[src/hdl/a2pi_pkg.sv]
// Shared constants, types and the arctangent table of the angle pipeline.
`timescale 1ns / 1ps
package a2pi_pkg;

   localparam int COORD_BITS_DEF = 16;
   localparam int ITERATIONS_DEF = 16;

   // Datapath widths are fixed by the number format, not by the coordinates.
   localparam int DATA_BITS  = 64;
   localparam int ACC_BITS   = 32;
   localparam int ANGLE_BITS = 17;
   localparam int SHIFT_BITS = 6;
   localparam int NORM_TOP   = 60;
   localparam int TABLE_SIZE = 32;

   // Angle codes, 32768 is one half turn.
   localparam logic signed [ANGLE_BITS-1:0] ANGLE_ZERO      = 17'sd0;
   localparam logic signed [ANGLE_BITS-1:0] ANGLE_QUARTER   = 17'sd16384;
   localparam logic signed [ANGLE_BITS-1:0] ANGLE_NEG_QUART = -17'sd16384;
   localparam logic signed [ANGLE_BITS-1:0] ANGLE_HALF      = 17'sd32768;
   localparam logic signed [ANGLE_BITS-1:0] ANGLE_NEG_HALF  = -17'sd32768;

   // Accumulator limits and rounding, in units of 2^-30 of a half turn.
   localparam logic signed [ACC_BITS-1:0] ACC_MAX   = 32'sd536870912;
   localparam logic signed [ACC_BITS-1:0] ACC_ROUND = 32'sd16384;

   // round(atan(2^-i) / pi * 2^30)
   localparam logic [ACC_BITS-1:0] ATAN_TABLE [TABLE_SIZE] = '{
      32'd268435456, 32'd158466703, 32'd83729454, 32'd42502378,
      32'd21333666,  32'd10677233,  32'd5339919,  32'd2670123,
      32'd1335082,   32'd667543,    32'd333772,   32'd166886,
      32'd83443,     32'd41722,     32'd20861,    32'd10430,
      32'd5215,      32'd2608,      32'd1304,     32'd652,
      32'd326,       32'd163,       32'd81,       32'd41,
      32'd20,        32'd10,        32'd5,        32'd3,
      32'd1,         32'd1,         32'd0,        32'd0
   };

   typedef struct packed {
      logic origin;
      logic x_zero;
      logic y_zero;
      logic x_neg;
      logic y_neg;
   } ctrl_type;

   typedef struct packed {
      ctrl_type                     ctrl;
      logic signed [DATA_BITS-1:0]  x;
      logic signed [DATA_BITS-1:0]  y;
      logic signed [ACC_BITS-1:0]   acc;
   } cordic_type;

endpackage

[src/hdl/a2pi_cell.sv]
// One vectoring CORDIC micro-rotation with its pipeline register.
`timescale 1ns / 1ps
module a2pi_cell #(
   parameter int STAGE = 0
) (
   input  logic                   clock,
   input  logic                   reset,
   input  a2pi_pkg::cordic_type   up_data,
   input  logic                   up_valid,
   output logic                   up_ready,
   output a2pi_pkg::cordic_type   dn_data,
   output logic                   dn_valid,
   input  logic                   dn_ready
);
   import a2pi_pkg::*;

   logic                        valid_ff;
   cordic_type                  data_ff, data_in;
   logic signed [DATA_BITS-1:0] x_cur, y_cur, dx, dy;
   logic signed [ACC_BITS-1:0]  step;

   assign up_ready = ~valid_ff | dn_ready;

   always_comb begin
      x_cur = up_data.x;
      y_cur = up_data.y;
      // arithmetic shift rounds toward minus infinity
      dx    = y_cur >>> STAGE;
      dy    = x_cur >>> STAGE;
      step  = $signed(ATAN_TABLE[STAGE]);
      data_in.ctrl = up_data.ctrl;
      if (!y_cur[DATA_BITS-1]) begin
         data_in.x   = x_cur + dx;
         data_in.y   = y_cur - dy;
         data_in.acc = up_data.acc + step;
      end else begin
         data_in.x   = x_cur - dx;
         data_in.y   = y_cur + dy;
         data_in.acc = up_data.acc - step;
      end
   end

   always_ff @(posedge clock) begin
      if (reset) begin
         valid_ff <= 1'b0;
      end else if (up_ready) begin
         valid_ff <= up_valid;
      end
   end

   always_ff @(posedge clock) begin
      if (up_ready && up_valid) begin
         data_ff <= data_in;
      end
   end

   assign dn_data  = data_ff;
   assign dn_valid = valid_ff;

endmodule

[config.mk]
export PLATFORM = sky130hd
export DESIGN_NAME = a2pi_cell
export DESIGN_NICKNAME = d
export VERILOG_FILES = /design/src/hdl/a2pi_pkg.sv /design/src/hdl/a2pi_cell.sv
export SDC_FILE = /design/constraint.sdc
export NUM_CORES = 1
export LEC_CHECK = 0
export ABC_AREA = 1
export BUFFER_PORTS_ARGS = -buffer_cell sky130_fd_sc_hd__buf_2
export CORE_MARGIN = 2
export CORE_UTILIZATION = 55
export CTS_BUF_LIST = sky130_fd_sc_hd__clkbuf_8
export DETAILED_ROUTE_END_ITERATION = 6
export PLACE_DENSITY = 0.92
export SLEW_MARGIN = 0
export SYNTH_ARGS = -nofsm -noshare
export SYNTH_HDL_FRONTEND = slang
export SYNTH_SLANG_ARGS = --single-unit
export TNS_END_PERCENT = 30
[constraint.sdc]
create_clock -name clock -period 12.5 [get_ports clock]
set_input_delay 3.75 -clock clock [delete_from_list [all_inputs] [get_ports clock]]
set_output_delay 3.75 -clock clock [all_outputs]
set_load 0.01 [all_outputs]
# == Word-level counts from Yosys, hierarchy flattened ==
# Index checks and enable logic that the tools add are counted.
# Widths: inputs -> output; s select.
# classes
add_sub_neg,5
bitwise_logic,2
n_reduce_logical,1
mux,1
# ops
cell,count
$mux 160,1
$sub 64x64->64,2
$add 64x64->64,1
$add 32x30->32 const B,1
$sub 32x30->32 const B,1
$logic_and 1x1->1,1
$not 1->1,1
$or 1x1->1,1
# totals
input_bits,169
wordCells,18
reg_bits,166

# == Depth between registers and ports, before layout ==
# depth
ltp_word,3
ltp_mapped,19
ltp_nobuf,18

# == Least setup slack after synthesis ==
# OpenSTA, ideal clock, no wires.
# synth_timing
path_type,input -> register
start,input up_valid
end,"register data_ff, in the netlist dn_data[0] (enable)"
setup_slack_ns,0.084
t_arrival_ns,11.674
stages,2
path_buffers,0
t_required_ns,11.758
path_cell_list,inv_1 -> a21oi_1
# synth_via
elab_chain_len,1
# synth_lines
element,line,source
"start, declared",a2pi_cell.sv:9,"input logic up_valid,"
$logic_and 1x1->1,a2pi_cell.sv:52,if (up_ready && up_valid) begin
"end signal, assigned",a2pi_cell.sv:53,data_ff <= data_in;
"end, declared",a2pi_cell.sv:18,"cordic_type data_ff, data_in;"
# Every way passes these cells.
# A chain may end at the register's enable or synchronous reset.

# == Worst setup path in the final report ==
# layout_timing
start,input dn_ready
end,output up_ready
# layout_via
elab_chain_len,1
# layout_lines
element,line,source
"start, declared",a2pi_cell.sv:13,input logic dn_ready
$or 1x1->1,a2pi_cell.sv:22,assign up_ready = ~valid_ff | dn_ready;
"end, declared",a2pi_cell.sv:10,"output logic up_ready,"
# Every way passes these cells.

==> metrics.md <==
| Metric | Value |
|---|---|
| FF-to-FF setup slack | 10.16 ns |
| Synth top area cells | nand2_1 (25%), edfxtp_1 (21%), inv_1 (14%), ha_1 (11%), nand3_1 (6.6%) |
| Share of post-route cells with drive strength above 1 | between 10% and 20% |
| GRT Max-Usage Layer | met2 |
| Routed vias | about 26000 |
| Seq/Total Area, Yosys | 21.0% |
| MaxCap Viol Count | 0 |
| Max Slew Vio Count | 0 |
| # hold bufs at CTS | 0 |
| Clk_skew | 0.0297 ns |
| Area added between synthesis and finish | 9.16% |
| Most frequent cells after synthesis | nand2_1 (1539), inv_1 (877), nand3_1 (312) |
| Worst hold path stage count | 2 |
| Largest net degree at the start of global routing | 76 |
| Vias in the first global route | roughly 24000 |
| Power per Cell Area | approximately 86 nW/um^2 |
| Setup crit end kind | primary output |
| Clock Tree Root | clkbuf_8 |
| Total negative slack | 0 ns |
| # fillers | around 4300 |
| FF/Latch Area | roughly 4900 sq um |
| Nets | ~4700 |
| Top FF cell, synth | edfxtp_1 |
| WS Path Type | in -> out |
| Critical Path Start Type | primary input |
| Crit path max-delay cell type | buf_2 |
| I/O Pins | 336 |
| Fin util | 61.1% |
| Congestion Overflow GR | 0 |
| DR vias/cell | 5.42 |
| Cell count after placement | between 4000 and 5000 |
| Cell Count, Final, Fillers Out | roughly 4900 |
| HP Class | reg -> reg |
| Antenna violations before repair | 4 |
| Final setup vio count | 0 |
| Pleak | roughly 15 nW |
| Met1 Usage GRT | 51.0% |
| CP delay by family, top | buffers and inverters |
| Multi-input logic area | approximately 15000 sq um |
| Failing checks | design-rule violations |
| Hold path startpoint | dn_valid$_SDFFE_PP0N_ |
| H-tree Lvls | 4 |
| Initial Util | a little under three fifths |
| Terminus of the critical flop-to-flop path | dn_data[146]$_DFFE_PP_ |
| First-pass DRT Iterations | 7 |
| Worst Path Max Fanout | 2 |
| Largest area contributor in the netlist | nand2_1 |
| Post-Route WL | a little under 90000 um |
| CTS tree | done |
| CP required | 8.75 ns |
| Clock Latency Late Sink | between 0.5 and 0.6 ns |
| Mapped Nets | about 4400 |
| Crit-path most repeated cell | buf_2 |
| Crit path largest cell delay | between 0.1 and 0.15 ns |
| Status | complete, but fails checks |
| Slew @ Worst Pin | 0.939 ns |
| Post-cts sizing count | 0 |
| RD Place Congestion | between 1 and 1.5 |
| Die Span X | 211 um |
| RSZ-0062 raised after global routing | false |
| Asr flop ratio synth | 0% |
| Die ar. | approximately 45000 sq um |
| Die H | around 210 um |
| Antenna Nets Post-Route | 0 |
| Residual DRC count | 8 |
| Gr usage total | 38.2% |
| #FFs+latches synth | 165 |
| Routed WL per cell | approximately 18 um |
| Yosys warning count | 0 |
| Floorplan Core Area | 42100 sq um |
| WHS Endpoint | dn_valid$_SDFFE_PP0N_ |
| Final worst path period need | around 7.9 ns |
| Post-CTS Setup Repair Bufs | 0 |
| WP data arrival | roughly 4.2 ns |
| Clk buf depth | 2 |
| Synth Instances | between 4000 and 5000 |
| Hpwl dp | between 70000 and 80000 um |
| Crit share post-route | 63.3% |
| Total CTS buffers | 17 |
| Initial drt markers | between 2000 and 3000 |
| Met2 usage | approximately 58% |
| Sink Count | 165 |
| Final hold vios | 0 |
| EDFF count, synth | between 150 and 200 |
| Mapped Avg Cell Area | 5.85 sq um |
| First-pass GRT wire length | between 100000 and 150000 um |
| Buffers on Ports | 335 |
| Yosys top cell area share | about 25% |
| Most frequent cell after synthesis | nand2_1 |
| FF-to-FF Start | dn_valid$_SDFFE_PP0N_ |
| Worst path cell trace | buf_2 > inv_1 > nand2_1 > buf_2 |
| Peak supply drop | about 76 uV |
| M3 GR Usage | a little under a tenth |
| CP Buf/Inv Count | 3 |
| Synthesized area | ~24000 sq um |
| Relative slew slack | between 30 and 40% |
| Clk slew on worst S/H paths | about 0.080 ns |
| FF-to-FF path depth | 2 |
| Post-synth cell types | 42 |
| Achievable Freq | between 100 and 150 MHz |
| Cell row count | between 70 and 80 |
## kinds of logic after synthesis
family | synth area share, %
simple gates | 41.0
buf+inv | 17.3
compound gates | 7.46
fa+ha+maj | 11.4
flops | 21.0
xor+xnor | 1.74
mux | 0.0849
## state kept, by name, indices dropped and copies added, names as in the netlist
| register | flops |
|---|---|
| dn_valid | 1 |
| dn_data | 164 |
## worst register-to-register path: stages (launching register included)
cell and delay (ns):
dfxtp_1 0.35, a21oi_4 0.70, buf_4 0.83
## worst max-delay path by stage
stage	start	endpoint	cells after the start
final	dn_ready	up_ready	4
after CTS	dn_ready	up_ready	4
after floorplan	up_valid	dn_data[0]$_DFFE_PP_	2
after global placement	dn_ready	up_ready	4
after global routing	dn_ready	up_ready	4
after detailed placement	dn_ready	up_ready	4
## report_power, final
group          internal, W  switching, W
Sequential        0.000688     0.0000141
Clock             0.000218      0.000226
Combinational     0.000310      0.000753
## cell usage in the layout (no fill, tap or decap), types with 49 or more instances in the layout
master / count
a21oi_1: 172
buf_2: 334
edfxtp_1: 164
ha_1: 208
inv_1: 878
nand2_1: 1539
nand3_1: 312
nand4_1: 49
nor2_1: 218
nor2_2: 58
o21ai_0: 114
## routing by layer
| layer | wire length (um) | share of wire (%) |
|---|---|---|
| met1 | 35500 | 41 |
| met2 | 36200 | 42 |
| met3 | 10600 | 12 |
| met4 | 4170 | 4.8 |
| met5 | 13 | 0.015 |
## final cells by class
type / instances / share of cell area [%]
Antenna cell: 4 / 0.0389
Clock buffer: 17 / 0.909
Clock inverter: 15 / 0.763
Inverter: 907 / 13.2
Multi-Input combinational cell: 2870 / 56.6
Sequential cell: 165 / 19.2
Tap cell: 539 / 2.62
Timing Repair Buffer: 339 / 6.64
## metrics by stage
stage               instance area [sq um]  setup slack, ns  hold WS, ns  total power, W
floorplan                           23600           0.0841        0.577         0.00141
global placement                    25300             4.59        0.521         0.00172
detailed placement                  25300             4.58        0.523         0.00173
CTS                                 25700             4.58        0.535         0.00218
global route                        25700             4.55        0.579         0.00233
finish                              25700             4.58        0.535         0.00221
Power figures use the tool's default switching activity.
