## src/hdl/a2pi_pkg.sv

```systemverilog
// Shared constants, types and the arctangent table of the angle pipeline.
`timescale 1ns / 1ps
package a2pi_pkg;

   localparam int COORD_BITS_DEF = 16;
   localparam int ITERATIONS_DEF = 16;

   // Datapath widths are fixed by the number format, not by the coordinates.
   localparam int DATA_BITS  = 64;
   localparam int ACC_BITS   = 32;
   localparam int ANGLE_BITS = 17;
   localparam int SHIFT_BITS = 6;
   localparam int NORM_TOP   = 60;
   localparam int TABLE_SIZE = 32;

   // Angle codes, 32768 is one half turn.
   localparam logic signed [ANGLE_BITS-1:0] ANGLE_ZERO      = 17'sd0;
   localparam logic signed [ANGLE_BITS-1:0] ANGLE_QUARTER   = 17'sd16384;
   localparam logic signed [ANGLE_BITS-1:0] ANGLE_NEG_QUART = -17'sd16384;
   localparam logic signed [ANGLE_BITS-1:0] ANGLE_HALF      = 17'sd32768;
   localparam logic signed [ANGLE_BITS-1:0] ANGLE_NEG_HALF  = -17'sd32768;

   // Accumulator limits and rounding, in units of 2^-30 of a half turn.
   localparam logic signed [ACC_BITS-1:0] ACC_MAX   = 32'sd536870912;
   localparam logic signed [ACC_BITS-1:0] ACC_ROUND = 32'sd16384;

   // round(atan(2^-i) / pi * 2^30)
   localparam logic [ACC_BITS-1:0] ATAN_TABLE [TABLE_SIZE] = '{
      32'd268435456, 32'd158466703, 32'd83729454, 32'd42502378,
      32'd21333666,  32'd10677233,  32'd5339919,  32'd2670123,
      32'd1335082,   32'd667543,    32'd333772,   32'd166886,
      32'd83443,     32'd41722,     32'd20861,    32'd10430,
      32'd5215,      32'd2608,      32'd1304,     32'd652,
      32'd326,       32'd163,       32'd81,       32'd41,
      32'd20,        32'd10,        32'd5,        32'd3,
      32'd1,         32'd1,         32'd0,        32'd0
   };

   typedef struct packed {
      logic origin;
      logic x_zero;
      logic y_zero;
      logic x_neg;
      logic y_neg;
   } ctrl_type;

   typedef struct packed {
      ctrl_type                     ctrl;
      logic signed [DATA_BITS-1:0]  x;
      logic signed [DATA_BITS-1:0]  y;
      logic signed [ACC_BITS-1:0]   acc;
   } cordic_type;

endpackage

```

## src/hdl/a2pi_rsp_if.sv

```systemverilog
// Response channel: one angle with valid/ready handshake.
`timescale 1ns / 1ps
interface a2pi_rsp_if;
   import a2pi_pkg::*;

   logic                         valid;
   logic                         ready;
   logic signed [ANGLE_BITS-1:0] angle;

   modport source (output valid, output angle, input ready);
   modport sink   (input valid, input angle, output ready);
endinterface

```

## src/hdl/a2pi_back.sv

```systemverilog
// Back end: clamp and round the angle, unfold the quadrant, hold the response.
`timescale 1ns / 1ps
module a2pi_back (
   input  logic                   clock,
   input  logic                   reset,
   input  a2pi_pkg::cordic_type   up_data,
   input  logic                   up_valid,
   output logic                   up_ready,
   a2pi_rsp_if.source             rsp_bus
);
   import a2pi_pkg::*;

   logic                         valid_ff;
   logic signed [ANGLE_BITS-1:0] angle_ff, angle_in, quad;
   logic signed [ACC_BITS-1:0]   acc_c, acc_r;
   logic signed [ANGLE_BITS-1:0] t;

   assign up_ready = ~valid_ff | rsp_bus.ready;

   always_comb begin
      if (up_data.acc[ACC_BITS-1]) begin
         acc_c = '0;
      end else if (up_data.acc > ACC_MAX) begin
         acc_c = ACC_MAX;
      end else begin
         acc_c = up_data.acc;
      end
      acc_r = acc_c + ACC_ROUND;
      t     = $signed(ANGLE_BITS'(acc_r[29:15]));

      // unfold from the first quadrant
      if (!up_data.ctrl.x_neg && !up_data.ctrl.y_neg) begin
         quad = t;
      end else if (up_data.ctrl.x_neg && !up_data.ctrl.y_neg) begin
         quad = ANGLE_HALF - t;
      end else if (up_data.ctrl.x_neg) begin
         quad = t - ANGLE_HALF;
      end else begin
         quad = ANGLE_ZERO - t;
      end
      // minus one half turn is the same direction as plus one
      if (quad == ANGLE_NEG_HALF) begin
         quad = ANGLE_HALF;
      end

      if (up_data.ctrl.origin) begin
         angle_in = ANGLE_ZERO;
      end else if (up_data.ctrl.x_zero) begin
         angle_in = up_data.ctrl.y_neg ? ANGLE_NEG_QUART : ANGLE_QUARTER;
      end else if (up_data.ctrl.y_zero) begin
         angle_in = up_data.ctrl.x_neg ? ANGLE_HALF : ANGLE_ZERO;
      end else begin
         angle_in = quad;
      end
   end

   always_ff @(posedge clock) begin
      if (reset) begin
         valid_ff <= 1'b0;
      end else if (up_ready) begin
         valid_ff <= up_valid;
      end
   end

   always_ff @(posedge clock) begin
      if (up_ready && up_valid) begin
         angle_ff <= angle_in;
      end
   end

   assign rsp_bus.valid = valid_ff;
   assign rsp_bus.angle = angle_ff;

endmodule

```

## src/flat_wrapper.sv

```systemverilog
// flat-port wrapper written by rule: the top's interface ports become plain ports
module a2pi_back_flat import a2pi_pkg::*;
  (clock, reset, up_data, up_valid, up_ready, rsp_bus_valid, rsp_bus_angle, rsp_bus_ready);
  a2pi_rsp_if rsp_bus_i ();
  input  logic clock;
  input  logic reset;
  input  a2pi_pkg::cordic_type up_data;
  input  logic up_valid;
  output logic up_ready;
  output wire logic [$bits(rsp_bus_i.valid)-1:0] rsp_bus_valid;
  output wire logic [$bits(rsp_bus_i.angle)-1:0] rsp_bus_angle;
  input wire logic [$bits(rsp_bus_i.ready)-1:0] rsp_bus_ready;
  assign rsp_bus_valid = rsp_bus_i.valid;
  assign rsp_bus_angle = rsp_bus_i.angle;
  assign rsp_bus_i.ready = rsp_bus_ready;
  a2pi_back u_core (.clock(clock), .reset(reset), .up_data(up_data), .up_valid(up_valid), .up_ready(up_ready), .rsp_bus(rsp_bus_i));
endmodule
```

## config.mk

```make
export PLATFORM = sky130hd
export DESIGN_NAME = a2pi_back_flat
export DESIGN_NICKNAME = d
export VERILOG_FILES = /design/src/hdl/a2pi_pkg.sv /design/src/hdl/a2pi_rsp_if.sv /design/src/hdl/a2pi_back.sv /design/src/flat_wrapper.sv
export SDC_FILE = /design/constraint.sdc
export NUM_CORES = 1
export LEC_CHECK = 0
export BUFFER_PORTS_ARGS = -buffer_cell sky130_fd_sc_hd__buf_4
export CAP_MARGIN = 20
export CORE_AREA = 2 2 73 75
export CTS_BUF_LIST = sky130_fd_sc_hd__clkbuf_4 sky130_fd_sc_hd__clkbuf_8
export DETAILED_ROUTE_END_ITERATION = 8
export DIE_AREA = 0 0 75 77
export GPL_ROUTABILITY_DRIVEN = 0
export PLACE_DENSITY = 0.87
export REMOVE_ABC_BUFFERS = 1
export SYNTH_ARGS = -nofsm -noshare
export SYNTH_HDL_FRONTEND = slang
export SYNTH_SLANG_ARGS = --single-unit
```

## constraint.sdc

```tcl
create_clock -name clock -period 9.56 [get_ports clock]
set_input_delay 2.868 -clock clock [delete_from_list [all_inputs] [get_ports clock]]
set_output_delay 2.868 -clock clock [all_outputs]
set_load 0.02 [all_outputs]
```

; ---- After elaboration in Yosys (flattened, before gate mapping)
; Index checks and enable logic that the tools add are counted.
[totals]
ff_bits = 18
input_bits = 169
output_inout_bits = 19
wordCells = 25
[op_classes]
n_addsub = 4
magnitude_cmp = 1
eq_ne = 1
n_mux = 10
n_bitwise = 2
n_reduce_logical = 5
[ops]
columns = cell, n
row1 = $mux W17, 7
row2 = $mux W30, 2
row3 = $gt A32 B31 Y1 const B, 1
row4 = $add A30 B16 Y30 const B, 1
row5 = $eq A17 B16 Y1 const B, 1
row6 = $sub A15 B16 Y17 const B, 1
row7 = $sub A16 B15 Y17 const A, 1
row8 = $mux W16, 1
row9 = $sub A1 B15 Y16 const A, 1
row10 = $logic_and A1 B1 Y1, 3
row11 = $logic_not A1 Y1, 2
row12 = $not A1 Y1, 1
row13 = $or A1 B1 Y1, 1

; ---- Logic depth before layout (Yosys ltp)
[depth]
word_depth = 12
depth_mapped = 20
depth_no_buf = 16

; ---- Least setup slack after synthesis
; No wires, ideal clock.
[synth_path]
path_type = input-to-reg
start = input port up_data[22] (netlist name)
end = register u_core.angle_ff[16] (netlist: u_core.rsp_bus.angle[16]) (data pin)
setup_time_ns = 0.268
arrival_ns = 6.401
t_required_ns = 9.292
path_slack_ns = 2.891
path_stages = 18
n_path_buf = 4
cell_sequence = clkbuf_1 > nor4_1 > and4b_1 > a31o_2 > buf_2 > buf_2 > and2_1 > ha_1 > and4b_1 > buf_6 > or3_4 > a2111oi_4 > a211oi_2 > nor3b_2 > nor2_1 > a311oi_1 > and4_1 > a31oi_1
[synth_via]
elab_chain_len = 12
elab_cells_between_ends = 14
cone_classes = add/sub: 4 / order compare: 1 / eq/ne: 1 / mux: 8
[synth_lines]
columns = element, line_no
row1 = "start, declared", flat_wrapper.sv:7  ; input a2pi_pkg::cordic_type up_data;
row2 = $gt A32 B31 Y1, a2pi_back.sv:23  ; end else if (up_data.acc > ACC_MAX) begin
row3 = $mux W30 (*), a2pi_back.sv:23
row4 = $mux W30 (*), a2pi_back.sv:21  ; if (up_data.acc[ACC_BITS-1]) begin
row5 = $add A30 B16 Y30 (*), a2pi_back.sv:28  ; acc_r = acc_c + ACC_ROUND;
row6 = $sub A15 B16 Y17 / $sub A1 B15 Y16 (equally long branches), "a2pi_back.sv:37, a2pi_back.sv:39"
row7 = $mux W17, a2pi_back.sv:36  ; end else if (up_data.ctrl.x_neg) begin
row8 = $mux W17, a2pi_back.sv:34  ; end else if (up_data.ctrl.x_neg && !up_data.ctrl.y_neg) begin
row9 = $mux W17 (*), a2pi_back.sv:32  ; if (!up_data.ctrl.x_neg && !up_data.ctrl.y_neg) begin
row10 = $eq A17 B16 Y1, a2pi_back.sv:42  ; if (quad == ANGLE_NEG_HALF) begin
row11 = $mux W17 (*), a2pi_back.sv:42
row12 = $mux W17 (*), a2pi_back.sv:50  ; end else if (up_data.ctrl.y_zero) begin
row13 = $mux W17 (*), a2pi_back.sv:48  ; end else if (up_data.ctrl.x_zero) begin
row14 = "end signal, assigned", a2pi_back.sv:67  ; angle_ff <= angle_in;
row15 = "end, declared", a2pi_back.sv:14  ; logic signed [ANGLE_BITS-1:0] angle_ff, angle_in, quad;
; Every way passes the cells marked *; elsewhere a longest branch is shown, timed or not.
; A chain may end at the register's enable or synchronous reset.

; ---- Worst setup path in the final report
[layout_path]
start = input port up_data[14] (netlist name)
end = register u_core.angle_ff[16] (netlist: u_core.rsp_bus.angle[16]) (data pin)
; The elaborated chain is that of the path after synthesis.

==> summary.md <==
| Metric | Value |
|---|---|
| Outcome | completed |
| Post-CTS sizing | 0 |
| Max Transition Viols Final | 0 |
| Final worst-path cycle share | 71.6% |
| Die Wd | 75 µm |
| Post-synth EDFFs | 17 |
| Synth warn | 0 |
| Port bufs | 59 |
| Count leader, synth | nor2_1 |
| VDD IR-drop max | 0.0465 mV |
| Worst R2R Start | u_core.rsp_bus.valid$_SDFFE_PP0N_ |
| H-tree depth | 1 |
| Cell area after layout | 2510 µm² |
| Final setup skew | 0.00236 ns |
| Mapped cell area | 2000 µm² |
| HP Class | reg2reg |
| Hold depth | 2 |
| Global-route wire length before repair | 8420 µm |
| Gate Count Post-Synth | 252 |
| Hold Path End | u_core.rsp_bus.valid$_SDFFE_PP0N_ |
| Reg2Reg Depth | 2 |
| Fraction of synthesized area in multiplexers | 3.13% |
| Count of final hold-check violations | 0 |
| P per Cell Area | 94.7 nW/µm² |
| Number of setup violations in the final report | 0 |
| Top post-synthesis cells by area | edfxtp_1 26%, nor2_1 6.2%, xnor2_1 5.3% |
| Utilization after layout | 50.5% |
| Longest Clk Path Bufs | 2 |
| Synthesized area per cell | 7.93 µm² |
| Ports | 188 |
| Grt total ovfl | 0 |
| Vias in the first global route | 1803 |
| Logic pwr share | 36.1% |
| List of most frequent post-synthesis cells | 33 x nor2_1, 17 x edfxtp_1, 15 x a21oi_1, 14 x o21ai_0 |
| Clock sink total | 18 |
| Max Cap Viol | 0 |
| Hold Crit Start | u_core.rsp_bus.valid$_SDFFE_PP0N_ |
| Max Fclk | 0.146 GHz |
| Largest net degree at the start of global routing | 22 |
| Final WL | 5040 µm |
| Layout cells sized above 1 | 26.3% |
| Post-synthesis xor/xnor area fraction | 8.77% |
| Antenna violations before repair | 0 |
| Switching power of the nets | 72.8 µW |
| Internal power | 165 µW |
| Overall Power | 238 µW |
| Via density | 5.62 |
| DP Cell Count | 366 |
| R2r setup slk | 8.10 ns |
| Adder-cell area share of the yosys netlist | 1.25% |
| FP Rows | 26 |
| Startpoint Class | primary input |
| Post-synth cell types | 58 |
| Worst Tran Pin Value | 0.953 ns |
| R2R Path End | u_core.rsp_bus.angle[12]$_SDFFCE_PP0P_ |
| P&R area growth vs syn | 25.7% |
| Clock root buffer | clkbuf_8 |
| Nature of the critical path endpoint | flip-flop |
| GRT Overall Usage | 18.0% |
| Setup TNS | 0 ns |
| Drt first pass iters | 4 |
| Worst endpoint data arrival time | 6.84 ns |
| Initial Utilization | 40.1% |
| Post-CTS Hold Fix Bufs | 0 |
| Core box area | 4980 µm² |
| Fin cells | 370 |
| Max-slew headroom | 36.2% |
| Routed wire per std cell | 13.6 µm |
| Top-area cell type share of the netlist area | 25.5% |
| Drt drc | 0 |
| TritonCTS clock tree | built |
| Via Count | 2081 |
| CTS Buf Count | 3 |
| Most used flip-flop cell after synthesis | edfxtp_1 |
| Nets | 472 |
| Clk_lat worst skew | 0.25 ns |
| RSZ-0062 raised after global routing | no |
| Lkg Pwr | 0.941 nW |
| Simple-Gate Fraction of Synth Area | 33.1% |
| Main combinational cell family by area after synthesis | simple AND/OR/NAND/NOR gates |
| FF+latch count, synth | 18 |
| CP Data Required Time | 9.55 ns |
| DP Area | 2460 µm² |
| Clock share of power | 25.0% |
| Die ar. | 5780 µm² |
| Largest area contributor in the netlist | edfxtp_1 |
| Seq pwr share | 38.9% |
| Die Y | 77 µm |
| Final min period | 6.85 ns |
| Antenna Cells | 0 |
| Dpl hpwl | 4010 µm |
| Synth Area in Compound Gates | 22.2% |
| Crit Path Max Fanout | 18 |
| Post-synth ARST share | 0% |
| Sequential fraction of the synthesis area | 26.5% |
| Setup Buffers After CTS | 0 |
| Initial DRC count | 109 |
| WS Path Type | in2reg |
| Post-route ant nets | 0 |
| Clk slew on worst S/H paths | 0.06 ns |
| Sw Share | 30.6% |
## per-layer routing
| layer | GRT usage (%) | part of all wire (%) | vias to the layer above |
|---|---|---|---|
| met5 | 0 | 0 | - |
| met4 | 5.18 | 1.5 | 0 |
| met3 | 2.23 | 7.5 | 9 |
| met2 | 26.1 | 44 | 89 |
| met1 | 27.5 | 47 | 936 |
| li1 | - | - | 1047 |
## how the worst max path moves through the flow
| stage | from | endpoint | slack, ns | cells after the start |
|---|---|---|---|---|
| global placement | up_data[21] | u_core.rsp_bus.angle[16]$_SDFFCE_PP0P_ | 2.64 | 15 |
| global route | up_data[18] | u_core.rsp_bus.angle[16]$_SDFFCE_PP0P_ | 2.30 | 15 |
| floorplan | up_data[11] | u_core.rsp_bus.angle[16]$_SDFFCE_PP0P_ | 3.19 | 14 |
| CTS | up_data[14] | u_core.rsp_bus.angle[16]$_SDFFCE_PP0P_ | 2.72 | 15 |
| finish | up_data[14] | u_core.rsp_bus.angle[16]$_SDFFCE_PP0P_ | 2.71 | 15 |
| detailed placement | up_data[18] | u_core.rsp_bus.angle[16]$_SDFFCE_PP0P_ | 2.45 | 15 |
## cell usage in the layout (no fill, tap or decap), drive strengths merged, types with 4 or more instances in the layout
cell / n
edfxtp: 17
and2: 5
mux2i: 4
nand4: 7
xor2: 8
nand2: 13
nor2: 33
o21ai: 15
nor3: 15
and3: 6
a31oi: 8
nand3: 8
xnor2: 12
nor2b: 4
a21oi: 15
buf: 60
clkbuf: 4
nor4: 6
inv: 6
or3: 6
## registers in the layout (all words and copies together) (netlist names)
name,cells
u_core.rsp_bus.valid,1
u_core.rsp_bus.angle,17
## kinds of logic after synthesis
logic type,after synthesis
AO/OA/AOI/OAI,64
adder cells (fa/ha/maj),2
XOR/XNOR,20
multiplexers,6
flip-flops,18
buffers and inverters,22
AND/OR/NAND/NOR,120
## metrics by stage
step | hold WS, ns | setup WS [ns]
final | 0.606 | 2.71
after global routing | 0.637 | 2.30
after CTS | 0.592 | 2.72
after detailed placement | 0.580 | 2.45
after global placement | 0.583 | 2.64
after floorplan | 0.729 | 3.19
## power groups by stage
| stage | registers (mW) | clock network, mW | logic (mW) |
|---|---|---|---|
| final | 0.0926 | 0.0594 | 0.0859 |
| after global routing | 0.0930 | 0.0648 | 0.0947 |
| after CTS | 0.0926 | 0.0600 | 0.0855 |
| after detailed placement | 0.0943 | 0 | 0.0852 |
| after global placement | 0.0942 | 0 | 0.0832 |
| after floorplan | 0.100 | 0 | 0.0420 |
## cell type report
class                      count  area (µm²)
clock buffer                   4        55.1
fill                         479        2460
inverter                       6        22.5
multi-input combinational    212        1370
sequential                    18         531
tap                           70        87.6
timing repair buffer          60         450
## worst max-delay path, stage by stage
cell,delay [ns]
buf_4,0.13
nor4_1,0.49
and4b_1,0.29
a31o_2,0.39
and2_1,0.19
ha_1,0.22
and4b_1,0.43
o211ai_1,0.24
a2111oi_4,0.49
a211oi_2,0.15
nor3b_2,0.24
nor2_1,0.07
a311oi_1,0.30
and4_1,0.24
a31oi_1,0.08
Note: power is estimated with default switching activity, not from simulation.
