==> config.mk <==
export PLATFORM = sky130hd
export DESIGN_NAME = a2pi_front_flat
export DESIGN_NICKNAME = d
export VERILOG_FILES = /design/src/hdl/a2pi_pkg.sv /design/src/hdl/a2pi_req_if.sv /design/src/hdl/a2pi_front.sv /design/src/flat_wrapper.sv
export SDC_FILE = /design/constraint.sdc
export NUM_CORES = 1
export LEC_CHECK = 0
export BUFFER_PORTS_ARGS = -buffer_cell sky130_fd_sc_hd__buf_2
export CAP_MARGIN = 20
export CORE_ASPECT_RATIO = 1.4
export CORE_MARGIN = 10
export CORE_UTILIZATION = 41
export CTS_CLUSTER_SIZE = 14
export DETAILED_ROUTE_END_ITERATION = 6
export PLACE_DENSITY = 0.63
export SYNTH_ARGS = -nofsm -noshare
export SYNTH_HDL_FRONTEND = slang
export SYNTH_SLANG_ARGS = --single-unit
export TNS_END_PERCENT = 100
==> constraint.sdc <==
create_clock -name clock -period 9.7 [get_ports clock]
set_input_delay 0 -clock clock [delete_from_list [all_inputs] [get_ports clock]]
set_output_delay 0 -clock clock [all_outputs]
set_load 0.01 [all_outputs]
==> src/hdl/a2pi_pkg.sv <==
// Shared constants, types and the arctangent table of the angle pipeline.
`timescale 1ns / 1ps
package a2pi_pkg;

   localparam int COORD_BITS_DEF = 16;
   localparam int ITERATIONS_DEF = 16;

   // Datapath widths are fixed by the number format, not by the coordinates.
   localparam int DATA_BITS  = 64;
   localparam int ACC_BITS   = 32;
   localparam int ANGLE_BITS = 17;
   localparam int SHIFT_BITS = 6;
   localparam int NORM_TOP   = 60;
   localparam int TABLE_SIZE = 32;

   // Angle codes, 32768 is one half turn.
   localparam logic signed [ANGLE_BITS-1:0] ANGLE_ZERO      = 17'sd0;
   localparam logic signed [ANGLE_BITS-1:0] ANGLE_QUARTER   = 17'sd16384;
   localparam logic signed [ANGLE_BITS-1:0] ANGLE_NEG_QUART = -17'sd16384;
   localparam logic signed [ANGLE_BITS-1:0] ANGLE_HALF      = 17'sd32768;
   localparam logic signed [ANGLE_BITS-1:0] ANGLE_NEG_HALF  = -17'sd32768;

   // Accumulator limits and rounding, in units of 2^-30 of a half turn.
   localparam logic signed [ACC_BITS-1:0] ACC_MAX   = 32'sd536870912;
   localparam logic signed [ACC_BITS-1:0] ACC_ROUND = 32'sd16384;

   // round(atan(2^-i) / pi * 2^30)
   localparam logic [ACC_BITS-1:0] ATAN_TABLE [TABLE_SIZE] = '{
      32'd268435456, 32'd158466703, 32'd83729454, 32'd42502378,
      32'd21333666,  32'd10677233,  32'd5339919,  32'd2670123,
      32'd1335082,   32'd667543,    32'd333772,   32'd166886,
      32'd83443,     32'd41722,     32'd20861,    32'd10430,
      32'd5215,      32'd2608,      32'd1304,     32'd652,
      32'd326,       32'd163,       32'd81,       32'd41,
      32'd20,        32'd10,        32'd5,        32'd3,
      32'd1,         32'd1,         32'd0,        32'd0
   };

   typedef struct packed {
      logic origin;
      logic x_zero;
      logic y_zero;
      logic x_neg;
      logic y_neg;
   } ctrl_type;

   typedef struct packed {
      ctrl_type                     ctrl;
      logic signed [DATA_BITS-1:0]  x;
      logic signed [DATA_BITS-1:0]  y;
      logic signed [ACC_BITS-1:0]   acc;
   } cordic_type;

endpackage

==> src/hdl/a2pi_req_if.sv <==
// Request channel: a coordinate pair with valid/ready handshake.
`timescale 1ns / 1ps
interface a2pi_req_if #(
   parameter int COORD_BITS = a2pi_pkg::COORD_BITS_DEF
);
   logic                         valid;
   logic                         ready;
   logic signed [COORD_BITS-1:0] coord_y;
   logic signed [COORD_BITS-1:0] coord_x;

   modport source (output valid, output coord_y, output coord_x, input ready);
   modport sink   (input valid, input coord_y, input coord_x, output ready);
endinterface

==> src/hdl/a2pi_front.sv <==
// Front end: fold onto the first quadrant and normalize the magnitudes.
`timescale 1ns / 1ps
module a2pi_front #(
   parameter int COORD_BITS = a2pi_pkg::COORD_BITS_DEF
) (
   input  logic                   clock,
   input  logic                   reset,
   a2pi_req_if.sink               req_bus,
   output a2pi_pkg::cordic_type   dn_data,
   output logic                   dn_valid,
   input  logic                   dn_ready
);
   import a2pi_pkg::*;

   // stage 1: magnitudes and quadrant
   logic                  v1_ff;
   ctrl_type              ctrl1_ff, ctrl1_in;
   logic [COORD_BITS-1:0] ax1_ff, ax1_in, ay1_ff, ay1_in;
   // stage 2: leading-one position
   logic                  v2_ff;
   ctrl_type              ctrl2_ff;
   logic [COORD_BITS-1:0] ax2_ff, ay2_ff;
   logic [SHIFT_BITS-1:0] sh2_ff, sh2_in;
   // stage 3: normalized vector
   logic                  v3_ff;
   cordic_type            d3_ff, d3_in;

   logic                  r1, r2, r3;
   logic [COORD_BITS-1:0] big;
   logic [SHIFT_BITS-1:0] top;

   assign r3 = ~v3_ff | dn_ready;
   assign r2 = ~v2_ff | r3;
   assign r1 = ~v1_ff | r2;
   assign req_bus.ready = r1;

   always_comb begin
      ctrl1_in.x_neg  = req_bus.coord_x[COORD_BITS-1];
      ctrl1_in.y_neg  = req_bus.coord_y[COORD_BITS-1];
      ctrl1_in.x_zero = (req_bus.coord_x == '0);
      ctrl1_in.y_zero = (req_bus.coord_y == '0);
      ctrl1_in.origin = ctrl1_in.x_zero & ctrl1_in.y_zero;
      ax1_in = ctrl1_in.x_neg ? (~req_bus.coord_x + 1'b1) : req_bus.coord_x;
      ay1_in = ctrl1_in.y_neg ? (~req_bus.coord_y + 1'b1) : req_bus.coord_y;
   end

   always_comb begin
      big = (ax1_ff > ay1_ff) ? ax1_ff : ay1_ff;
      top = '0;
      for (int i = 0; i < COORD_BITS; i++) begin
         if (big[i]) begin
            top = SHIFT_BITS'(i);
         end
      end
      sh2_in = SHIFT_BITS'(NORM_TOP) - top;
   end

   always_comb begin
      d3_in.ctrl = ctrl2_ff;
      d3_in.x    = $signed(DATA_BITS'(ax2_ff) << sh2_ff);
      d3_in.y    = $signed(DATA_BITS'(ay2_ff) << sh2_ff);
      d3_in.acc  = '0;
   end

   always_ff @(posedge clock) begin
      if (reset) begin
         v1_ff <= 1'b0;
         v2_ff <= 1'b0;
         v3_ff <= 1'b0;
      end else begin
         if (r1) v1_ff <= req_bus.valid;
         if (r2) v2_ff <= v1_ff;
         if (r3) v3_ff <= v2_ff;
      end
   end

   always_ff @(posedge clock) begin
      if (r1 && req_bus.valid) begin
         ctrl1_ff <= ctrl1_in;
         ax1_ff   <= ax1_in;
         ay1_ff   <= ay1_in;
      end
      if (r2 && v1_ff) begin
         ctrl2_ff <= ctrl1_ff;
         ax2_ff   <= ax1_ff;
         ay2_ff   <= ay1_ff;
         sh2_ff   <= sh2_in;
      end
      if (r3 && v2_ff) begin
         d3_ff <= d3_in;
      end
   end

   assign dn_data  = d3_ff;
   assign dn_valid = v3_ff;

endmodule

==> src/flat_wrapper.sv <==
// flat-port wrapper written by rule: the top's interface ports become plain ports
module a2pi_front_flat import a2pi_pkg::*;
#(
   parameter int COORD_BITS = a2pi_pkg::COORD_BITS_DEF
)
  (clock, reset, dn_data, dn_valid, dn_ready, req_bus_valid, req_bus_coord_y, req_bus_coord_x, req_bus_ready);
  a2pi_req_if #(.COORD_BITS(COORD_BITS)) req_bus_i ();
  input  logic clock;
  input  logic reset;
  output a2pi_pkg::cordic_type dn_data;
  output logic dn_valid;
  input  logic dn_ready;
  input wire logic [$bits(req_bus_i.valid)-1:0] req_bus_valid;
  input wire logic [$bits(req_bus_i.coord_y)-1:0] req_bus_coord_y;
  input wire logic [$bits(req_bus_i.coord_x)-1:0] req_bus_coord_x;
  output wire logic [$bits(req_bus_i.ready)-1:0] req_bus_ready;
  assign req_bus_i.valid = req_bus_valid;
  assign req_bus_i.coord_y = req_bus_coord_y;
  assign req_bus_i.coord_x = req_bus_coord_x;
  assign req_bus_ready = req_bus_i.ready;
  a2pi_front #(.COORD_BITS(COORD_BITS)) u_core (.clock(clock), .reset(reset), .req_bus(req_bus_i), .dn_data(dn_data), .dn_valid(dn_valid), .dn_ready(dn_ready));
endmodule
; Yosys cells after proc, flatten, opt, wreduce, memory -nomap -nowiden
; Cells that the tools add are included.
[classes]
n_mux = 18
magnitude_cmp = 1
n_bitwise = 9
reduce_logical = 5
addsub = 3
shift = 2
[ops]
columns = op, count
row1 = $shl A16 B6 Y64, 2
row2 = $add A16 B1 Y16 const B, 2
row3 = $logic_not A16 Y1, 2
row4 = $mux W4, 8
row5 = $not A16 Y16, 2
row6 = $mux W15, 2
row7 = $gt A16 B16 Y1, 1
row8 = $mux W16, 1
row9 = $mux W3, 4
row10 = $sub A3 B5 Y6 const A, 1
row11 = $mux W2, 2
row12 = $logic_and A1 B1 Y1, 3
row13 = $not A1 Y1, 3
row14 = $or A1 B1 Y1, 3
row15 = $and A1 B1 Y1, 1
row16 = $mux W1, 1
[totals]
output_inout_bits = 167
wordCells = 65
ff_bits = 216

; Depth between registers and ports, before layout
; Gate-level depths: netlist of run 1.
[depth]
ltp_word = 18
depth_mapped = 12
ltp_nobuf = 11

; Least setup slack after synthesis of run 1
; OpenSTA, ideal clock, no wires.
[synth_path]
path_type = flip-flop to flip-flop
start = register u_core.v3_ff, in the netlist u_core.dn_valid
end = register u_core.ax2_ff[0], enable pin
stages_incl_launch_ff = 3
arrival_time_ps = 3608
synth_period_minus_slack_ps = 4114
path_slack_ps = 5586
cell_sequence = dfxtp_1 nor2b_1 a21boi_0
[synth_between]
elab_chain_cells = 4
[synth_lines]
columns = element, line_no
row1 = from (decl), a2pi_front.sv:25  ; logic v3_ff;
row2 = from (signal assigned), a2pi_front.sv:73  ; if (r3) v3_ff <= v2_ff;
row3 = $not A1 Y1, a2pi_front.sv:32  ; assign r3 = ~v3_ff | dn_ready;
row4 = $or A1 B1 Y1, a2pi_front.sv:32
row5 = $or A1 B1 Y1, a2pi_front.sv:33  ; assign r2 = ~v2_ff | r3;
row6 = $logic_and A1 B1 Y1, a2pi_front.sv:83  ; if (r2 && v1_ff) begin
row7 = to (signal assigned), a2pi_front.sv:85  ; ax2_ff <= ax1_ff;
row8 = to (decl), a2pi_front.sv:22  ; logic [COORD_BITS-1:0] ax2_ff, ay2_ff;
; Every way passes these cells.
; A chain may end at the register's enable or synchronous reset.

; Final worst setup path of run 1
[layout_path]
start = register u_core.ay1_ff[9]
end = register u_core.sh2_ff[4] (data pin)
[layout_between]
elab_chain_cells = 18
[layout_lines]
columns = element, line_no
row1 = from (decl), a2pi_front.sv:18  ; logic [COORD_BITS-1:0] ax1_ff, ax1_in, ay1_ff, ay1_in;
row2 = from (signal assigned), a2pi_front.sv:81  ; ay1_ff <= ay1_in;
row3 = $gt A16 B16 Y1, a2pi_front.sv:48  ; big = (ax1_ff > ay1_ff) ? ax1_ff : ay1_ff;
row4 = $mux W16 (*), a2pi_front.sv:48
row5 = $mux W1, a2pi_front.sv:51  ; if (big[i]) begin
row6 = $mux W2 (2 in a row), a2pi_front.sv:51
row7 = $mux W3 (4 in a row), a2pi_front.sv:51
row8 = $mux W4 (7 in a row), a2pi_front.sv:51
row9 = $mux W4 (*), a2pi_front.sv:51
row10 = $sub A3 B5 Y6 (*), a2pi_front.sv:55  ; sh2_in = SHIFT_BITS'(NORM_TOP) - top;
row11 = via u_core.sh2_in[4], a2pi_front.sv:23  ; logic [SHIFT_BITS-1:0] sh2_ff, sh2_in;
row12 = to (signal assigned), a2pi_front.sv:87  ; sh2_ff <= sh2_in;
row13 = to (decl), a2pi_front.sv:23
; The timed path passes the listed nets; every way through them passes the cells marked *.

==> results.rst, run 1 <==
.. list-table::
   :header-rows: 1

   * - Metric
     - Value
   * - Site Rows
     - 62
   * - Share of the cycle needed by the critical path after routing
     - 33.2%
   * - Share of the core filled with cells
     - 48.6%
   * - Final-report max-slew violation count
     - 0
   * - Via count of the routed design
     - 5,797
   * - Number of unique standard cell types used by synthesis
     - 60
   * - Worst Clk Skew
     - about 0.012 ns
   * - Number of antenna violations at the first check in global routing
     - 0
   * - Critical Path AT
     - roughly 3.4 ns
   * - Number of input and output port buffers inserted
     - 106
   * - Worst setup slack for register-to-register paths
     - 6.48 ns
   * - Remaining DRCs
     - 0
   * - Fraction of synthesized cell area taken by the top area cell type
     - around 52%
   * - Total of max-cap violations
     - 0
   * - Result of the run
     - finished, final reports clean
   * - Layout Area Growth over Synthesis
     - 16.8%
   * - Skew-Pair Late Insertion Delay
     - 0.43 ns
   * - Reg-to-reg critical path endpoint
     - u_core.sh2_ff[4]$_DFFE_PP_
   * - Global placer's final weighted congestion
     - 0.960
   * - Most common cell in the netlist
     - sky130_fd_sc_hd__edfxtp_1
   * - Total setup buffers inserted after CTS
     - 0
   * - Vertical extent of the die
     - 191 µm
   * - Total Die Area
     - 27,000 µm²
   * - Warnings, synthesis
     - 0
   * - Max_slew headroom
     - 38.4%
   * - Number of gates resized after cts
     - 0
   * - Die span in x
     - 142 µm
   * - Type of the worst min-delay path
     - input pin to flop
   * - Clock tree from TritonCTS
     - yes
   * - Commonest cells in the netlist
     - sky130_fd_sc_hd__edfxtp_1 (148), sky130_fd_sc_hd__buf_4 (96), sky130_fd_sc_hd__nand2_1 (75), sky130_fd_sc_hd__nor2_1 (62), sky130_fd_sc_hd__o21ai_0 (35)
   * - Total global routing track utilization
     - 14.8%
   * - Syn_area_per_cell
     - ~11 µm²
   * - Final worst path period need
     - 3.22 ns
   * - DR vias/cell
     - 5.02
   * - Worst-case hold path end point
     - u_core.dn_valid$_SDFFE_PP0P_
   * - Number of synthesized flops with an enable pin
     - roughly 150
   * - Highest clock rate
     - 0.311 GHz
   * - Root Buffer
     - sky130_fd_sc_hd__clkbuf_16
   * - Worst Reg-to-Reg Cells
     - 11
   * - Data required time of the critical path
     - between 9 and 10 ns
   * - Number of ports placed on the die boundary
     - a little over 200
   * - Via count of the first global-routing pass
     - 5,864
   * - Syn Std Cell Area
     - 8520 µm²
   * - Starting DRT DRC Count
     - 382
   * - Worst slack after detailed placement
     - around 6.5 ns
   * - Deepest clock path buffer count
     - 2
   * - Overall routed net length
     - 20.2 mm
   * - Register bit total from synthesis
     - approximately 150
   * - Setup TNS
     - 0 ns
   * - Sequential Area
     - approximately 4500 µm²
   * - H-tree levels
     - 4
   * - Classification of the worst setup path
     - flop to flop
   * - Element type at the critical path end
     - flop
   * - Async S/R FF share, synth
     - 0%
   * - LEAKAGE
     - 3.89 nW
   * - Global-route wire length before repair
     - 31.6 mm
   * - Starting Density
     - 41.6%
   * - Number of antenna repair diodes
     - 0
   * - Post-synthesis cell count
     - approximately 750
   * - Nets
     - 941
   * - Length of the first detailed-routing pass in iterations
     - 5
   * - Routed wire per std cell
     - 17.5 µm
   * - Post-synthesis sequential area ratio
     - 52.9%
   * - Fill cell instance count of the final layout
     - 1,888
   * - Most used DFF post-synth
     - sky130_fd_sc_hd__edfxtp_1
   * - Cell types occupying the most area after synthesis
     - sky130_fd_sc_hd__edfxtp_1 (52%), sky130_fd_sc_hd__buf_4 (8.5%), sky130_fd_sc_hd__mux2i_1 (4.0%)
   * - Maximum fanout count along the critical path
     - 11
   * - HPWL after detailed placement
     - about 16 mm
   * - Largest net degree at the start of global routing
     - 70
   * - Overall overflow remaining after global route
     - 0
   * - Hold Vio Cnt, Final
     - 0
   * - Footprint of the multi-input gates
     - 3440 µm²
   * - R2r startpoint
     - u_core.ay1_ff[9]$_DFFE_PP_
   * - TritonCTS Buffers
     - 17
   * - Slew @ Worst Pin
     - 0.920 ns
   * - Setup repair after global routing missed its margin
     - false
   * - Hold depth
     - 3
   * - CORE AREA
     - 20,500 µm²
   * - Clock slew at reported path FFs
     - 0.06 ns
   * - CTS Sinks
     - roughly 150
   * - Hold Startpoint
     - reset
   * - Library cell occupying the most area in the post-synthesis netlist
     - sky130_fd_sc_hd__edfxtp_1
   * - Power density over the cells
     - between 150 and 200 nW/µm²
   * - Startpoint Class
     - flop
   * - Hold_buf cts
     - 38
   * - Number of routed nets with antenna violations
     - 0
   * - Post-route worst setup slack
     - 6.48 ns
   * - Fraction of layout cells with a size suffix above 1
     - 20.6%
   * - Final setup violation count
     - 0
   * - Peak supply drop
     - 0.123 mV
   * - Tightest hold margin
     - slightly below 0.3 ns
[report_power, final]
part / switching [mW] / internal, mW
clock network: 0.268 / 0.370
registers: 0.0308 / 0.767
logic: 0.169 / 0.111
[cell families (layout without fill, tap and decap cells)]
logic type / after synthesis / in the layout / synth area share (%)
and+or+nand+nor: 200 / 200 / 10.7
other: 1 / 96 / 0.0440
buffers and inverters: 158 / 215 / 11.3
DFF: 151 / 151 / 52.9
muxes: 63 / 63 / 9.55
xor gates and xnor gates: 27 / 27 / 2.78
AOI/OAI and AO/OA: 128 / 128 / 10.0
adders and majority gates: 19 / 19 / 2.79
[registers in the layout, indices dropped and copies added, names as in the netlist]
register	flops
u_core.ctrl2_ff	5
u_core.dn_valid	1
u_core.ctrl1_ff	5
u_core.v1_ff	1
u_core.ay2_ff	16
u_core.ax1_ff	16
u_core.ax2_ff	16
u_core.sh2_ff	5
u_core.v2_ff	1
u_core.dn_data	69
u_core.ay1_ff	16
[stage by stage]
stage	power, mW	area, µm²	std cells
6_report	1.72	9950	1155
5_1_grt	1.79	9950	1155
4_1_cts	1.72	9920	1154
3_5_place_dp	1.08	8970	1084
3_3_place_gp	1.07	8970	1084
2_1_floorplan	1.02	8870	842
[cell usage in the layout, fill, tap and decap left out, types with 5 or more instances in the layout]
cell                            instances
sky130_fd_sc_hd__nand2_1               75
sky130_fd_sc_hd__and2_1                 5
sky130_fd_sc_hd__mux4_2                13
sky130_fd_sc_hd__mux2i_1               34
sky130_fd_sc_hd__nor2b_1                8
sky130_fd_sc_hd__nor3_1                11
sky130_fd_sc_hd__a211oi_1               6
sky130_fd_sc_hd__edfxtp_1             148
sky130_fd_sc_hd__nand3_1               13
sky130_fd_sc_hd__mux2_2                16
sky130_fd_sc_hd__ha_1                  19
sky130_fd_sc_hd__xnor2_1               26
sky130_fd_sc_hd__nand2b_1               5
sky130_fd_sc_hd__o22ai_1               16
sky130_fd_sc_hd__clkbuf_16             17
sky130_fd_sc_hd__nor2_1                62
sky130_fd_sc_hd__inv_1                 29
sky130_fd_sc_hd__dlygate4sd3_1         38
sky130_fd_sc_hd__o21ai_0               35
sky130_fd_sc_hd__o31ai_1                8
sky130_fd_sc_hd__conb_1                96
sky130_fd_sc_hd__a21oi_1               23
sky130_fd_sc_hd__a22o_1                 6
sky130_fd_sc_hd__buf_2                106
sky130_fd_sc_hd__buf_4                  7
sky130_fd_sc_hd__nand4_1                5
[worst max-delay path, stage by stage, from the launching register on]
cell	delay [ns]
sky130_fd_sc_hd__edfxtp_1	0.45
sky130_fd_sc_hd__inv_1	0.16
sky130_fd_sc_hd__ha_1	0.26
sky130_fd_sc_hd__a21o_1	0.16
sky130_fd_sc_hd__a221o_1	0.31
sky130_fd_sc_hd__a221oi_1	0.33
sky130_fd_sc_hd__o211ai_1	0.14
sky130_fd_sc_hd__o31a_1	0.29
sky130_fd_sc_hd__mux2i_1	0.28
sky130_fd_sc_hd__nor3_1	0.10
sky130_fd_sc_hd__ha_1	0.21
sky130_fd_sc_hd__a311o_1	0.27
[per-layer routing]
| layer | vias to the layer above | global-route usage [%] | wire (µm) |
|---|---|---|---|
| met4 | 0 | 8.08 | 724 |
| met3 | 35 | 3.39 | 1010 |
| met1 | 2747 | 16.1 | 7810 |
| met5 | - | 0 | 0 |
| li1 | 2816 | - | - |
| met2 | 199 | 25.9 | 10700 |
[area by class of cell]
class	instances	area share [%]
clock buffer	20	4.59
tap	256	3.22
clock inverter	12	1.19
multi-input combinational	533	34.6
inverter	31	1.17
sequential	151	45.3
timing repair buffer	152	9.96
[worst max-delay path by stage]
stage / slack (ns) / startpoint / cells past startpoint / end
2_1_floorplan: 5.59 / u_core.dn_valid$_SDFFE_PP0P_ / 2 / u_core.ax2_ff[0]$_DFFE_PP_
3_3_place_gp: 6.57 / u_core.ax1_ff[13]$_DFFE_PP_ / 9 / u_core.sh2_ff[4]$_DFFE_PP_
3_5_place_dp: 6.52 / u_core.ay1_ff[13]$_DFFE_PP_ / 10 / u_core.sh2_ff[4]$_DFFE_PP_
4_1_cts: 6.49 / u_core.ay1_ff[13]$_DFFE_PP_ / 10 / u_core.sh2_ff[4]$_DFFE_PP_
5_1_grt: 6.27 / u_core.ay1_ff[11]$_DFFE_PP_ / 11 / u_core.sh2_ff[4]$_DFFE_PP_
6_report: 6.48 / u_core.ay1_ff[9]$_DFFE_PP_ / 11 / u_core.sh2_ff[4]$_DFFE_PP_
(Power assumes the default switching activity.)
==> run 2, diff against run 1 <==
Clock period 9.7 ns to 3.09 ns, I/O delays scaled along.
==> results.rst, run 2 (same netlist as run 1, synthesis figures left out) <==
.. list-table::
   :header-rows: 1

   * - Metric
     - Value
   * - Result of the run
     - finished, final reports clean
   * - Maximum fanout count along the critical path
     - 6
   * - Die span in x
     - 142 µm
   * - Worst Clk Skew
     - around 0.0084 ns
   * - Number of flip-flops in the largest register
     - 69
   * - Number of routed nets with antenna violations
     - 0
   * - Overall routed net length
     - 20.4 mm
   * - Share of the cycle needed by the critical path after routing
     - 95.8%
   * - Total power consumption of the routed design
     - 5.57 mW
   * - Classification of the worst setup path
     - flop to flop
   * - CORE AREA
     - 20,500 µm²
   * - Max_slew headroom
     - 50.2%
   * - Global-route wire length before repair
     - about 32 mm
   * - Worst slack after detailed placement
     - around 0.08 ns
   * - Deepest clock path buffer count
     - 2
   * - Data required time of the critical path
     - 3.26 ns
   * - Element type at the critical path end
     - flop
   * - Crit-path cells
     - ha_4 -> and4_4 -> nand4_1 -> a211o_1 -> o211ai_1 -> o31a_1 -> mux2i_2 -> nor3_2 -> ha_2 -> a311o_1
   * - Fill cell instance count of the final layout
     - 1,883
   * - Remaining DRCs
     - 0
   * - Worst Reg-to-Reg Cells
     - 10
   * - HPWL after detailed placement
     - 15.6 mm
   * - Total Die Area
     - 27,000 µm²
   * - Post-route design area
     - 10,200 µm²
   * - Total global routing track utilization
     - 14.7%
   * - Number of antenna violations at the first check in global routing
     - 0
   * - Power density over the cells
     - about 550 nW/µm²
   * - Nets
     - 960
   * - DR vias/cell
     - 5.06
   * - Worst setup slack for register-to-register paths
     - 0.13 ns
   * - Dominant delay contributor by cell family on the critical path
     - compound AO/OA/AOI/OAI gates
   * - Startpoint Class
     - flop
   * - Final setup violation count
     - 0
   * - Master of the slowest instance on the critical path
     - sky130_fd_sc_hd__edfxtp_1
   * - Peak supply drop
     - around 0.38 mV
   * - Via count of the routed design
     - 5,943
   * - Number of ports placed on the die boundary
     - 203
   * - Number of input and output port buffers inserted
     - 106
   * - Type of the worst min-delay path
     - input pin to flop
   * - LEAKAGE
     - 3.99 nW
   * - Global placer's final weighted congestion
     - 0.946
   * - Critical Path AT
     - 3.13 ns
   * - Clock tree from TritonCTS
     - yes
   * - Share of the core filled with cells
     - 49.7%
   * - Site Rows
     - 62
   * - Starting Density
     - 41.6%
   * - Highest clock rate
     - 0.338 GHz
   * - Root Buffer
     - sky130_fd_sc_hd__clkbuf_16
   * - H-tree levels
     - 4
   * - Commonest non-fill, non-tap cell in the layout
     - sky130_fd_sc_hd__edfxtp_1
   * - Hold Startpoint
     - req_bus_coord_x[15]
   * - Hold depth
     - 1
   * - Length of the first detailed-routing pass in iterations
     - 5
   * - Final-report max-slew violation count
     - 0
   * - Layout Area Growth over Synthesis
     - 19.6%
   * - Post-route worst setup slack
     - 0.130 ns
   * - Reg-to-reg critical path endpoint
     - u_core.sh2_ff[4]$_DFFE_PP_
   * - Tightest hold margin
     - 0.0175 ns
   * - Overall overflow remaining after global route
     - 0
   * - Hold Vio Cnt, Final
     - 0
   * - Fraction of layout cells with a size suffix above 1
     - 23.3%
   * - Final worst path period need
     - 2.96 ns
   * - R2r startpoint
     - u_core.ax1_ff[14]$_DFFE_PP_
   * - Number of cells in the design after placement
     - between 1,000 and 1,500
   * - Worst-case hold path end point
     - u_core.ctrl1_ff[1]$_DFFE_PP_
   * - Setup TNS
     - 0 ns
   * - Number of antenna repair diodes
     - 0
   * - Post-route non-filler standard cell count
     - 1,174
   * - Vertical extent of the die
     - 191 µm
   * - Cell area after placement
     - 9070 µm²
   * - Biggest cell delay along the critical path
     - 0.47 ns
   * - Largest net degree at the start of global routing
     - 70
   * - Total of max-cap violations
     - 0
   * - TritonCTS Buffers
     - 17
   * - Most frequent cells in the layout
     - sky130_fd_sc_hd__edfxtp_1 (148), sky130_fd_sc_hd__buf_2 (106), sky130_fd_sc_hd__conb_1 (96), sky130_fd_sc_hd__nand2_1 (75), sky130_fd_sc_hd__nor2_1 (61)
   * - Skew-Pair Late Insertion Delay
     - 0.43 ns
   * - Via count of the first global-routing pass
     - 6,032
   * - Starting DRT DRC Count
     - 430
   * - Slew @ Worst Pin
     - 0.746 ns
   * - Clock slew at reported path FFs
     - 0.06 ns
   * - Routed wire per std cell
     - 17.4 µm
   * - Crit path buf inv count
     - 0
   * - CTS Sinks
     - 151
[run 2: worst max-delay path by stage]
stage,start,to,slack [ns],cells after the start
after global routing,u_core.ay1_ff[12]$_DFFE_PP_,u_core.sh2_ff[4]$_DFFE_PP_,-0.02,11
final,u_core.ax1_ff[14]$_DFFE_PP_,u_core.sh2_ff[4]$_DFFE_PP_,0.13,10
after detailed placement,u_core.ax1_ff[14]$_DFFE_PP_,u_core.sh2_ff[4]$_DFFE_PP_,0.08,9
after CTS,u_core.ay1_ff[15]$_SDFFCE_PN0P_,u_core.sh2_ff[4]$_DFFE_PP_,0.07,10
after global placement,u_core.ay1_ff[9]$_DFFE_PP_,u_core.sh2_ff[4]$_DFFE_PP_,0.18,11
after floorplan,u_core.dn_valid$_SDFFE_PP0P_,u_core.ax2_ff[0]$_DFFE_PP_,0.08,2
[run 2: worst reg2reg max path: stages (launching register included)]
cell and delay, ns:
sky130_fd_sc_hd__edfxtp_1 0.47, sky130_fd_sc_hd__ha_4 0.32, sky130_fd_sc_hd__and4_4 0.23, sky130_fd_sc_hd__nand4_1 0.15
sky130_fd_sc_hd__a211o_1 0.27, sky130_fd_sc_hd__o211ai_1 0.08, sky130_fd_sc_hd__o31a_1 0.36, sky130_fd_sc_hd__mux2i_2 0.31
sky130_fd_sc_hd__nor3_2 0.07, sky130_fd_sc_hd__ha_2 0.18, sky130_fd_sc_hd__a311o_1 0.28
[run 2: routing by layer]
layer / share of wire (%) / wire [µm] / track usage (%) / vias up
met4: 3.8 / 784 / 8.12 / 0
met5: 0 / 0 / 0 / -
met1: 39 / 7920 / 16.2 / 2807
li1: - / - / - / 2862
met3: 5.0 / 1020 / 3.17 / 51
met2: 52 / 10700 / 25.5 / 223
[run 2: repair_timing]
item / CTS / global route
hold buffers: 37 / 0
setup endpoints to repair: 0 / 4
resized for setup: 0 / 11
setup buffers: 0 / 10
hold endpoints to repair: 36 / 0
[run 2: cell type report]
cell class / instances / area (µm²) / area share, %
flip-flops and latches: 151 / 4500 / 44.2
multi-input cells: 533 / 3510 / 34.4
repair buffers: 171 / 1140 / 11.2
clock buffers: 19 / 433 / 4.25
well taps: 256 / 320 / 3.14
clock inverters: 13 / 171 / 1.68
inverters: 31 / 116 / 1.14
[run 2: power by group]
part	switching [mW]	internal [mW]	total, mW
registers	0.0902	2.41	2.50
clock network	0.842	1.28	2.12
logic	0.554	0.397	0.950
total	1.49	4.09	5.57
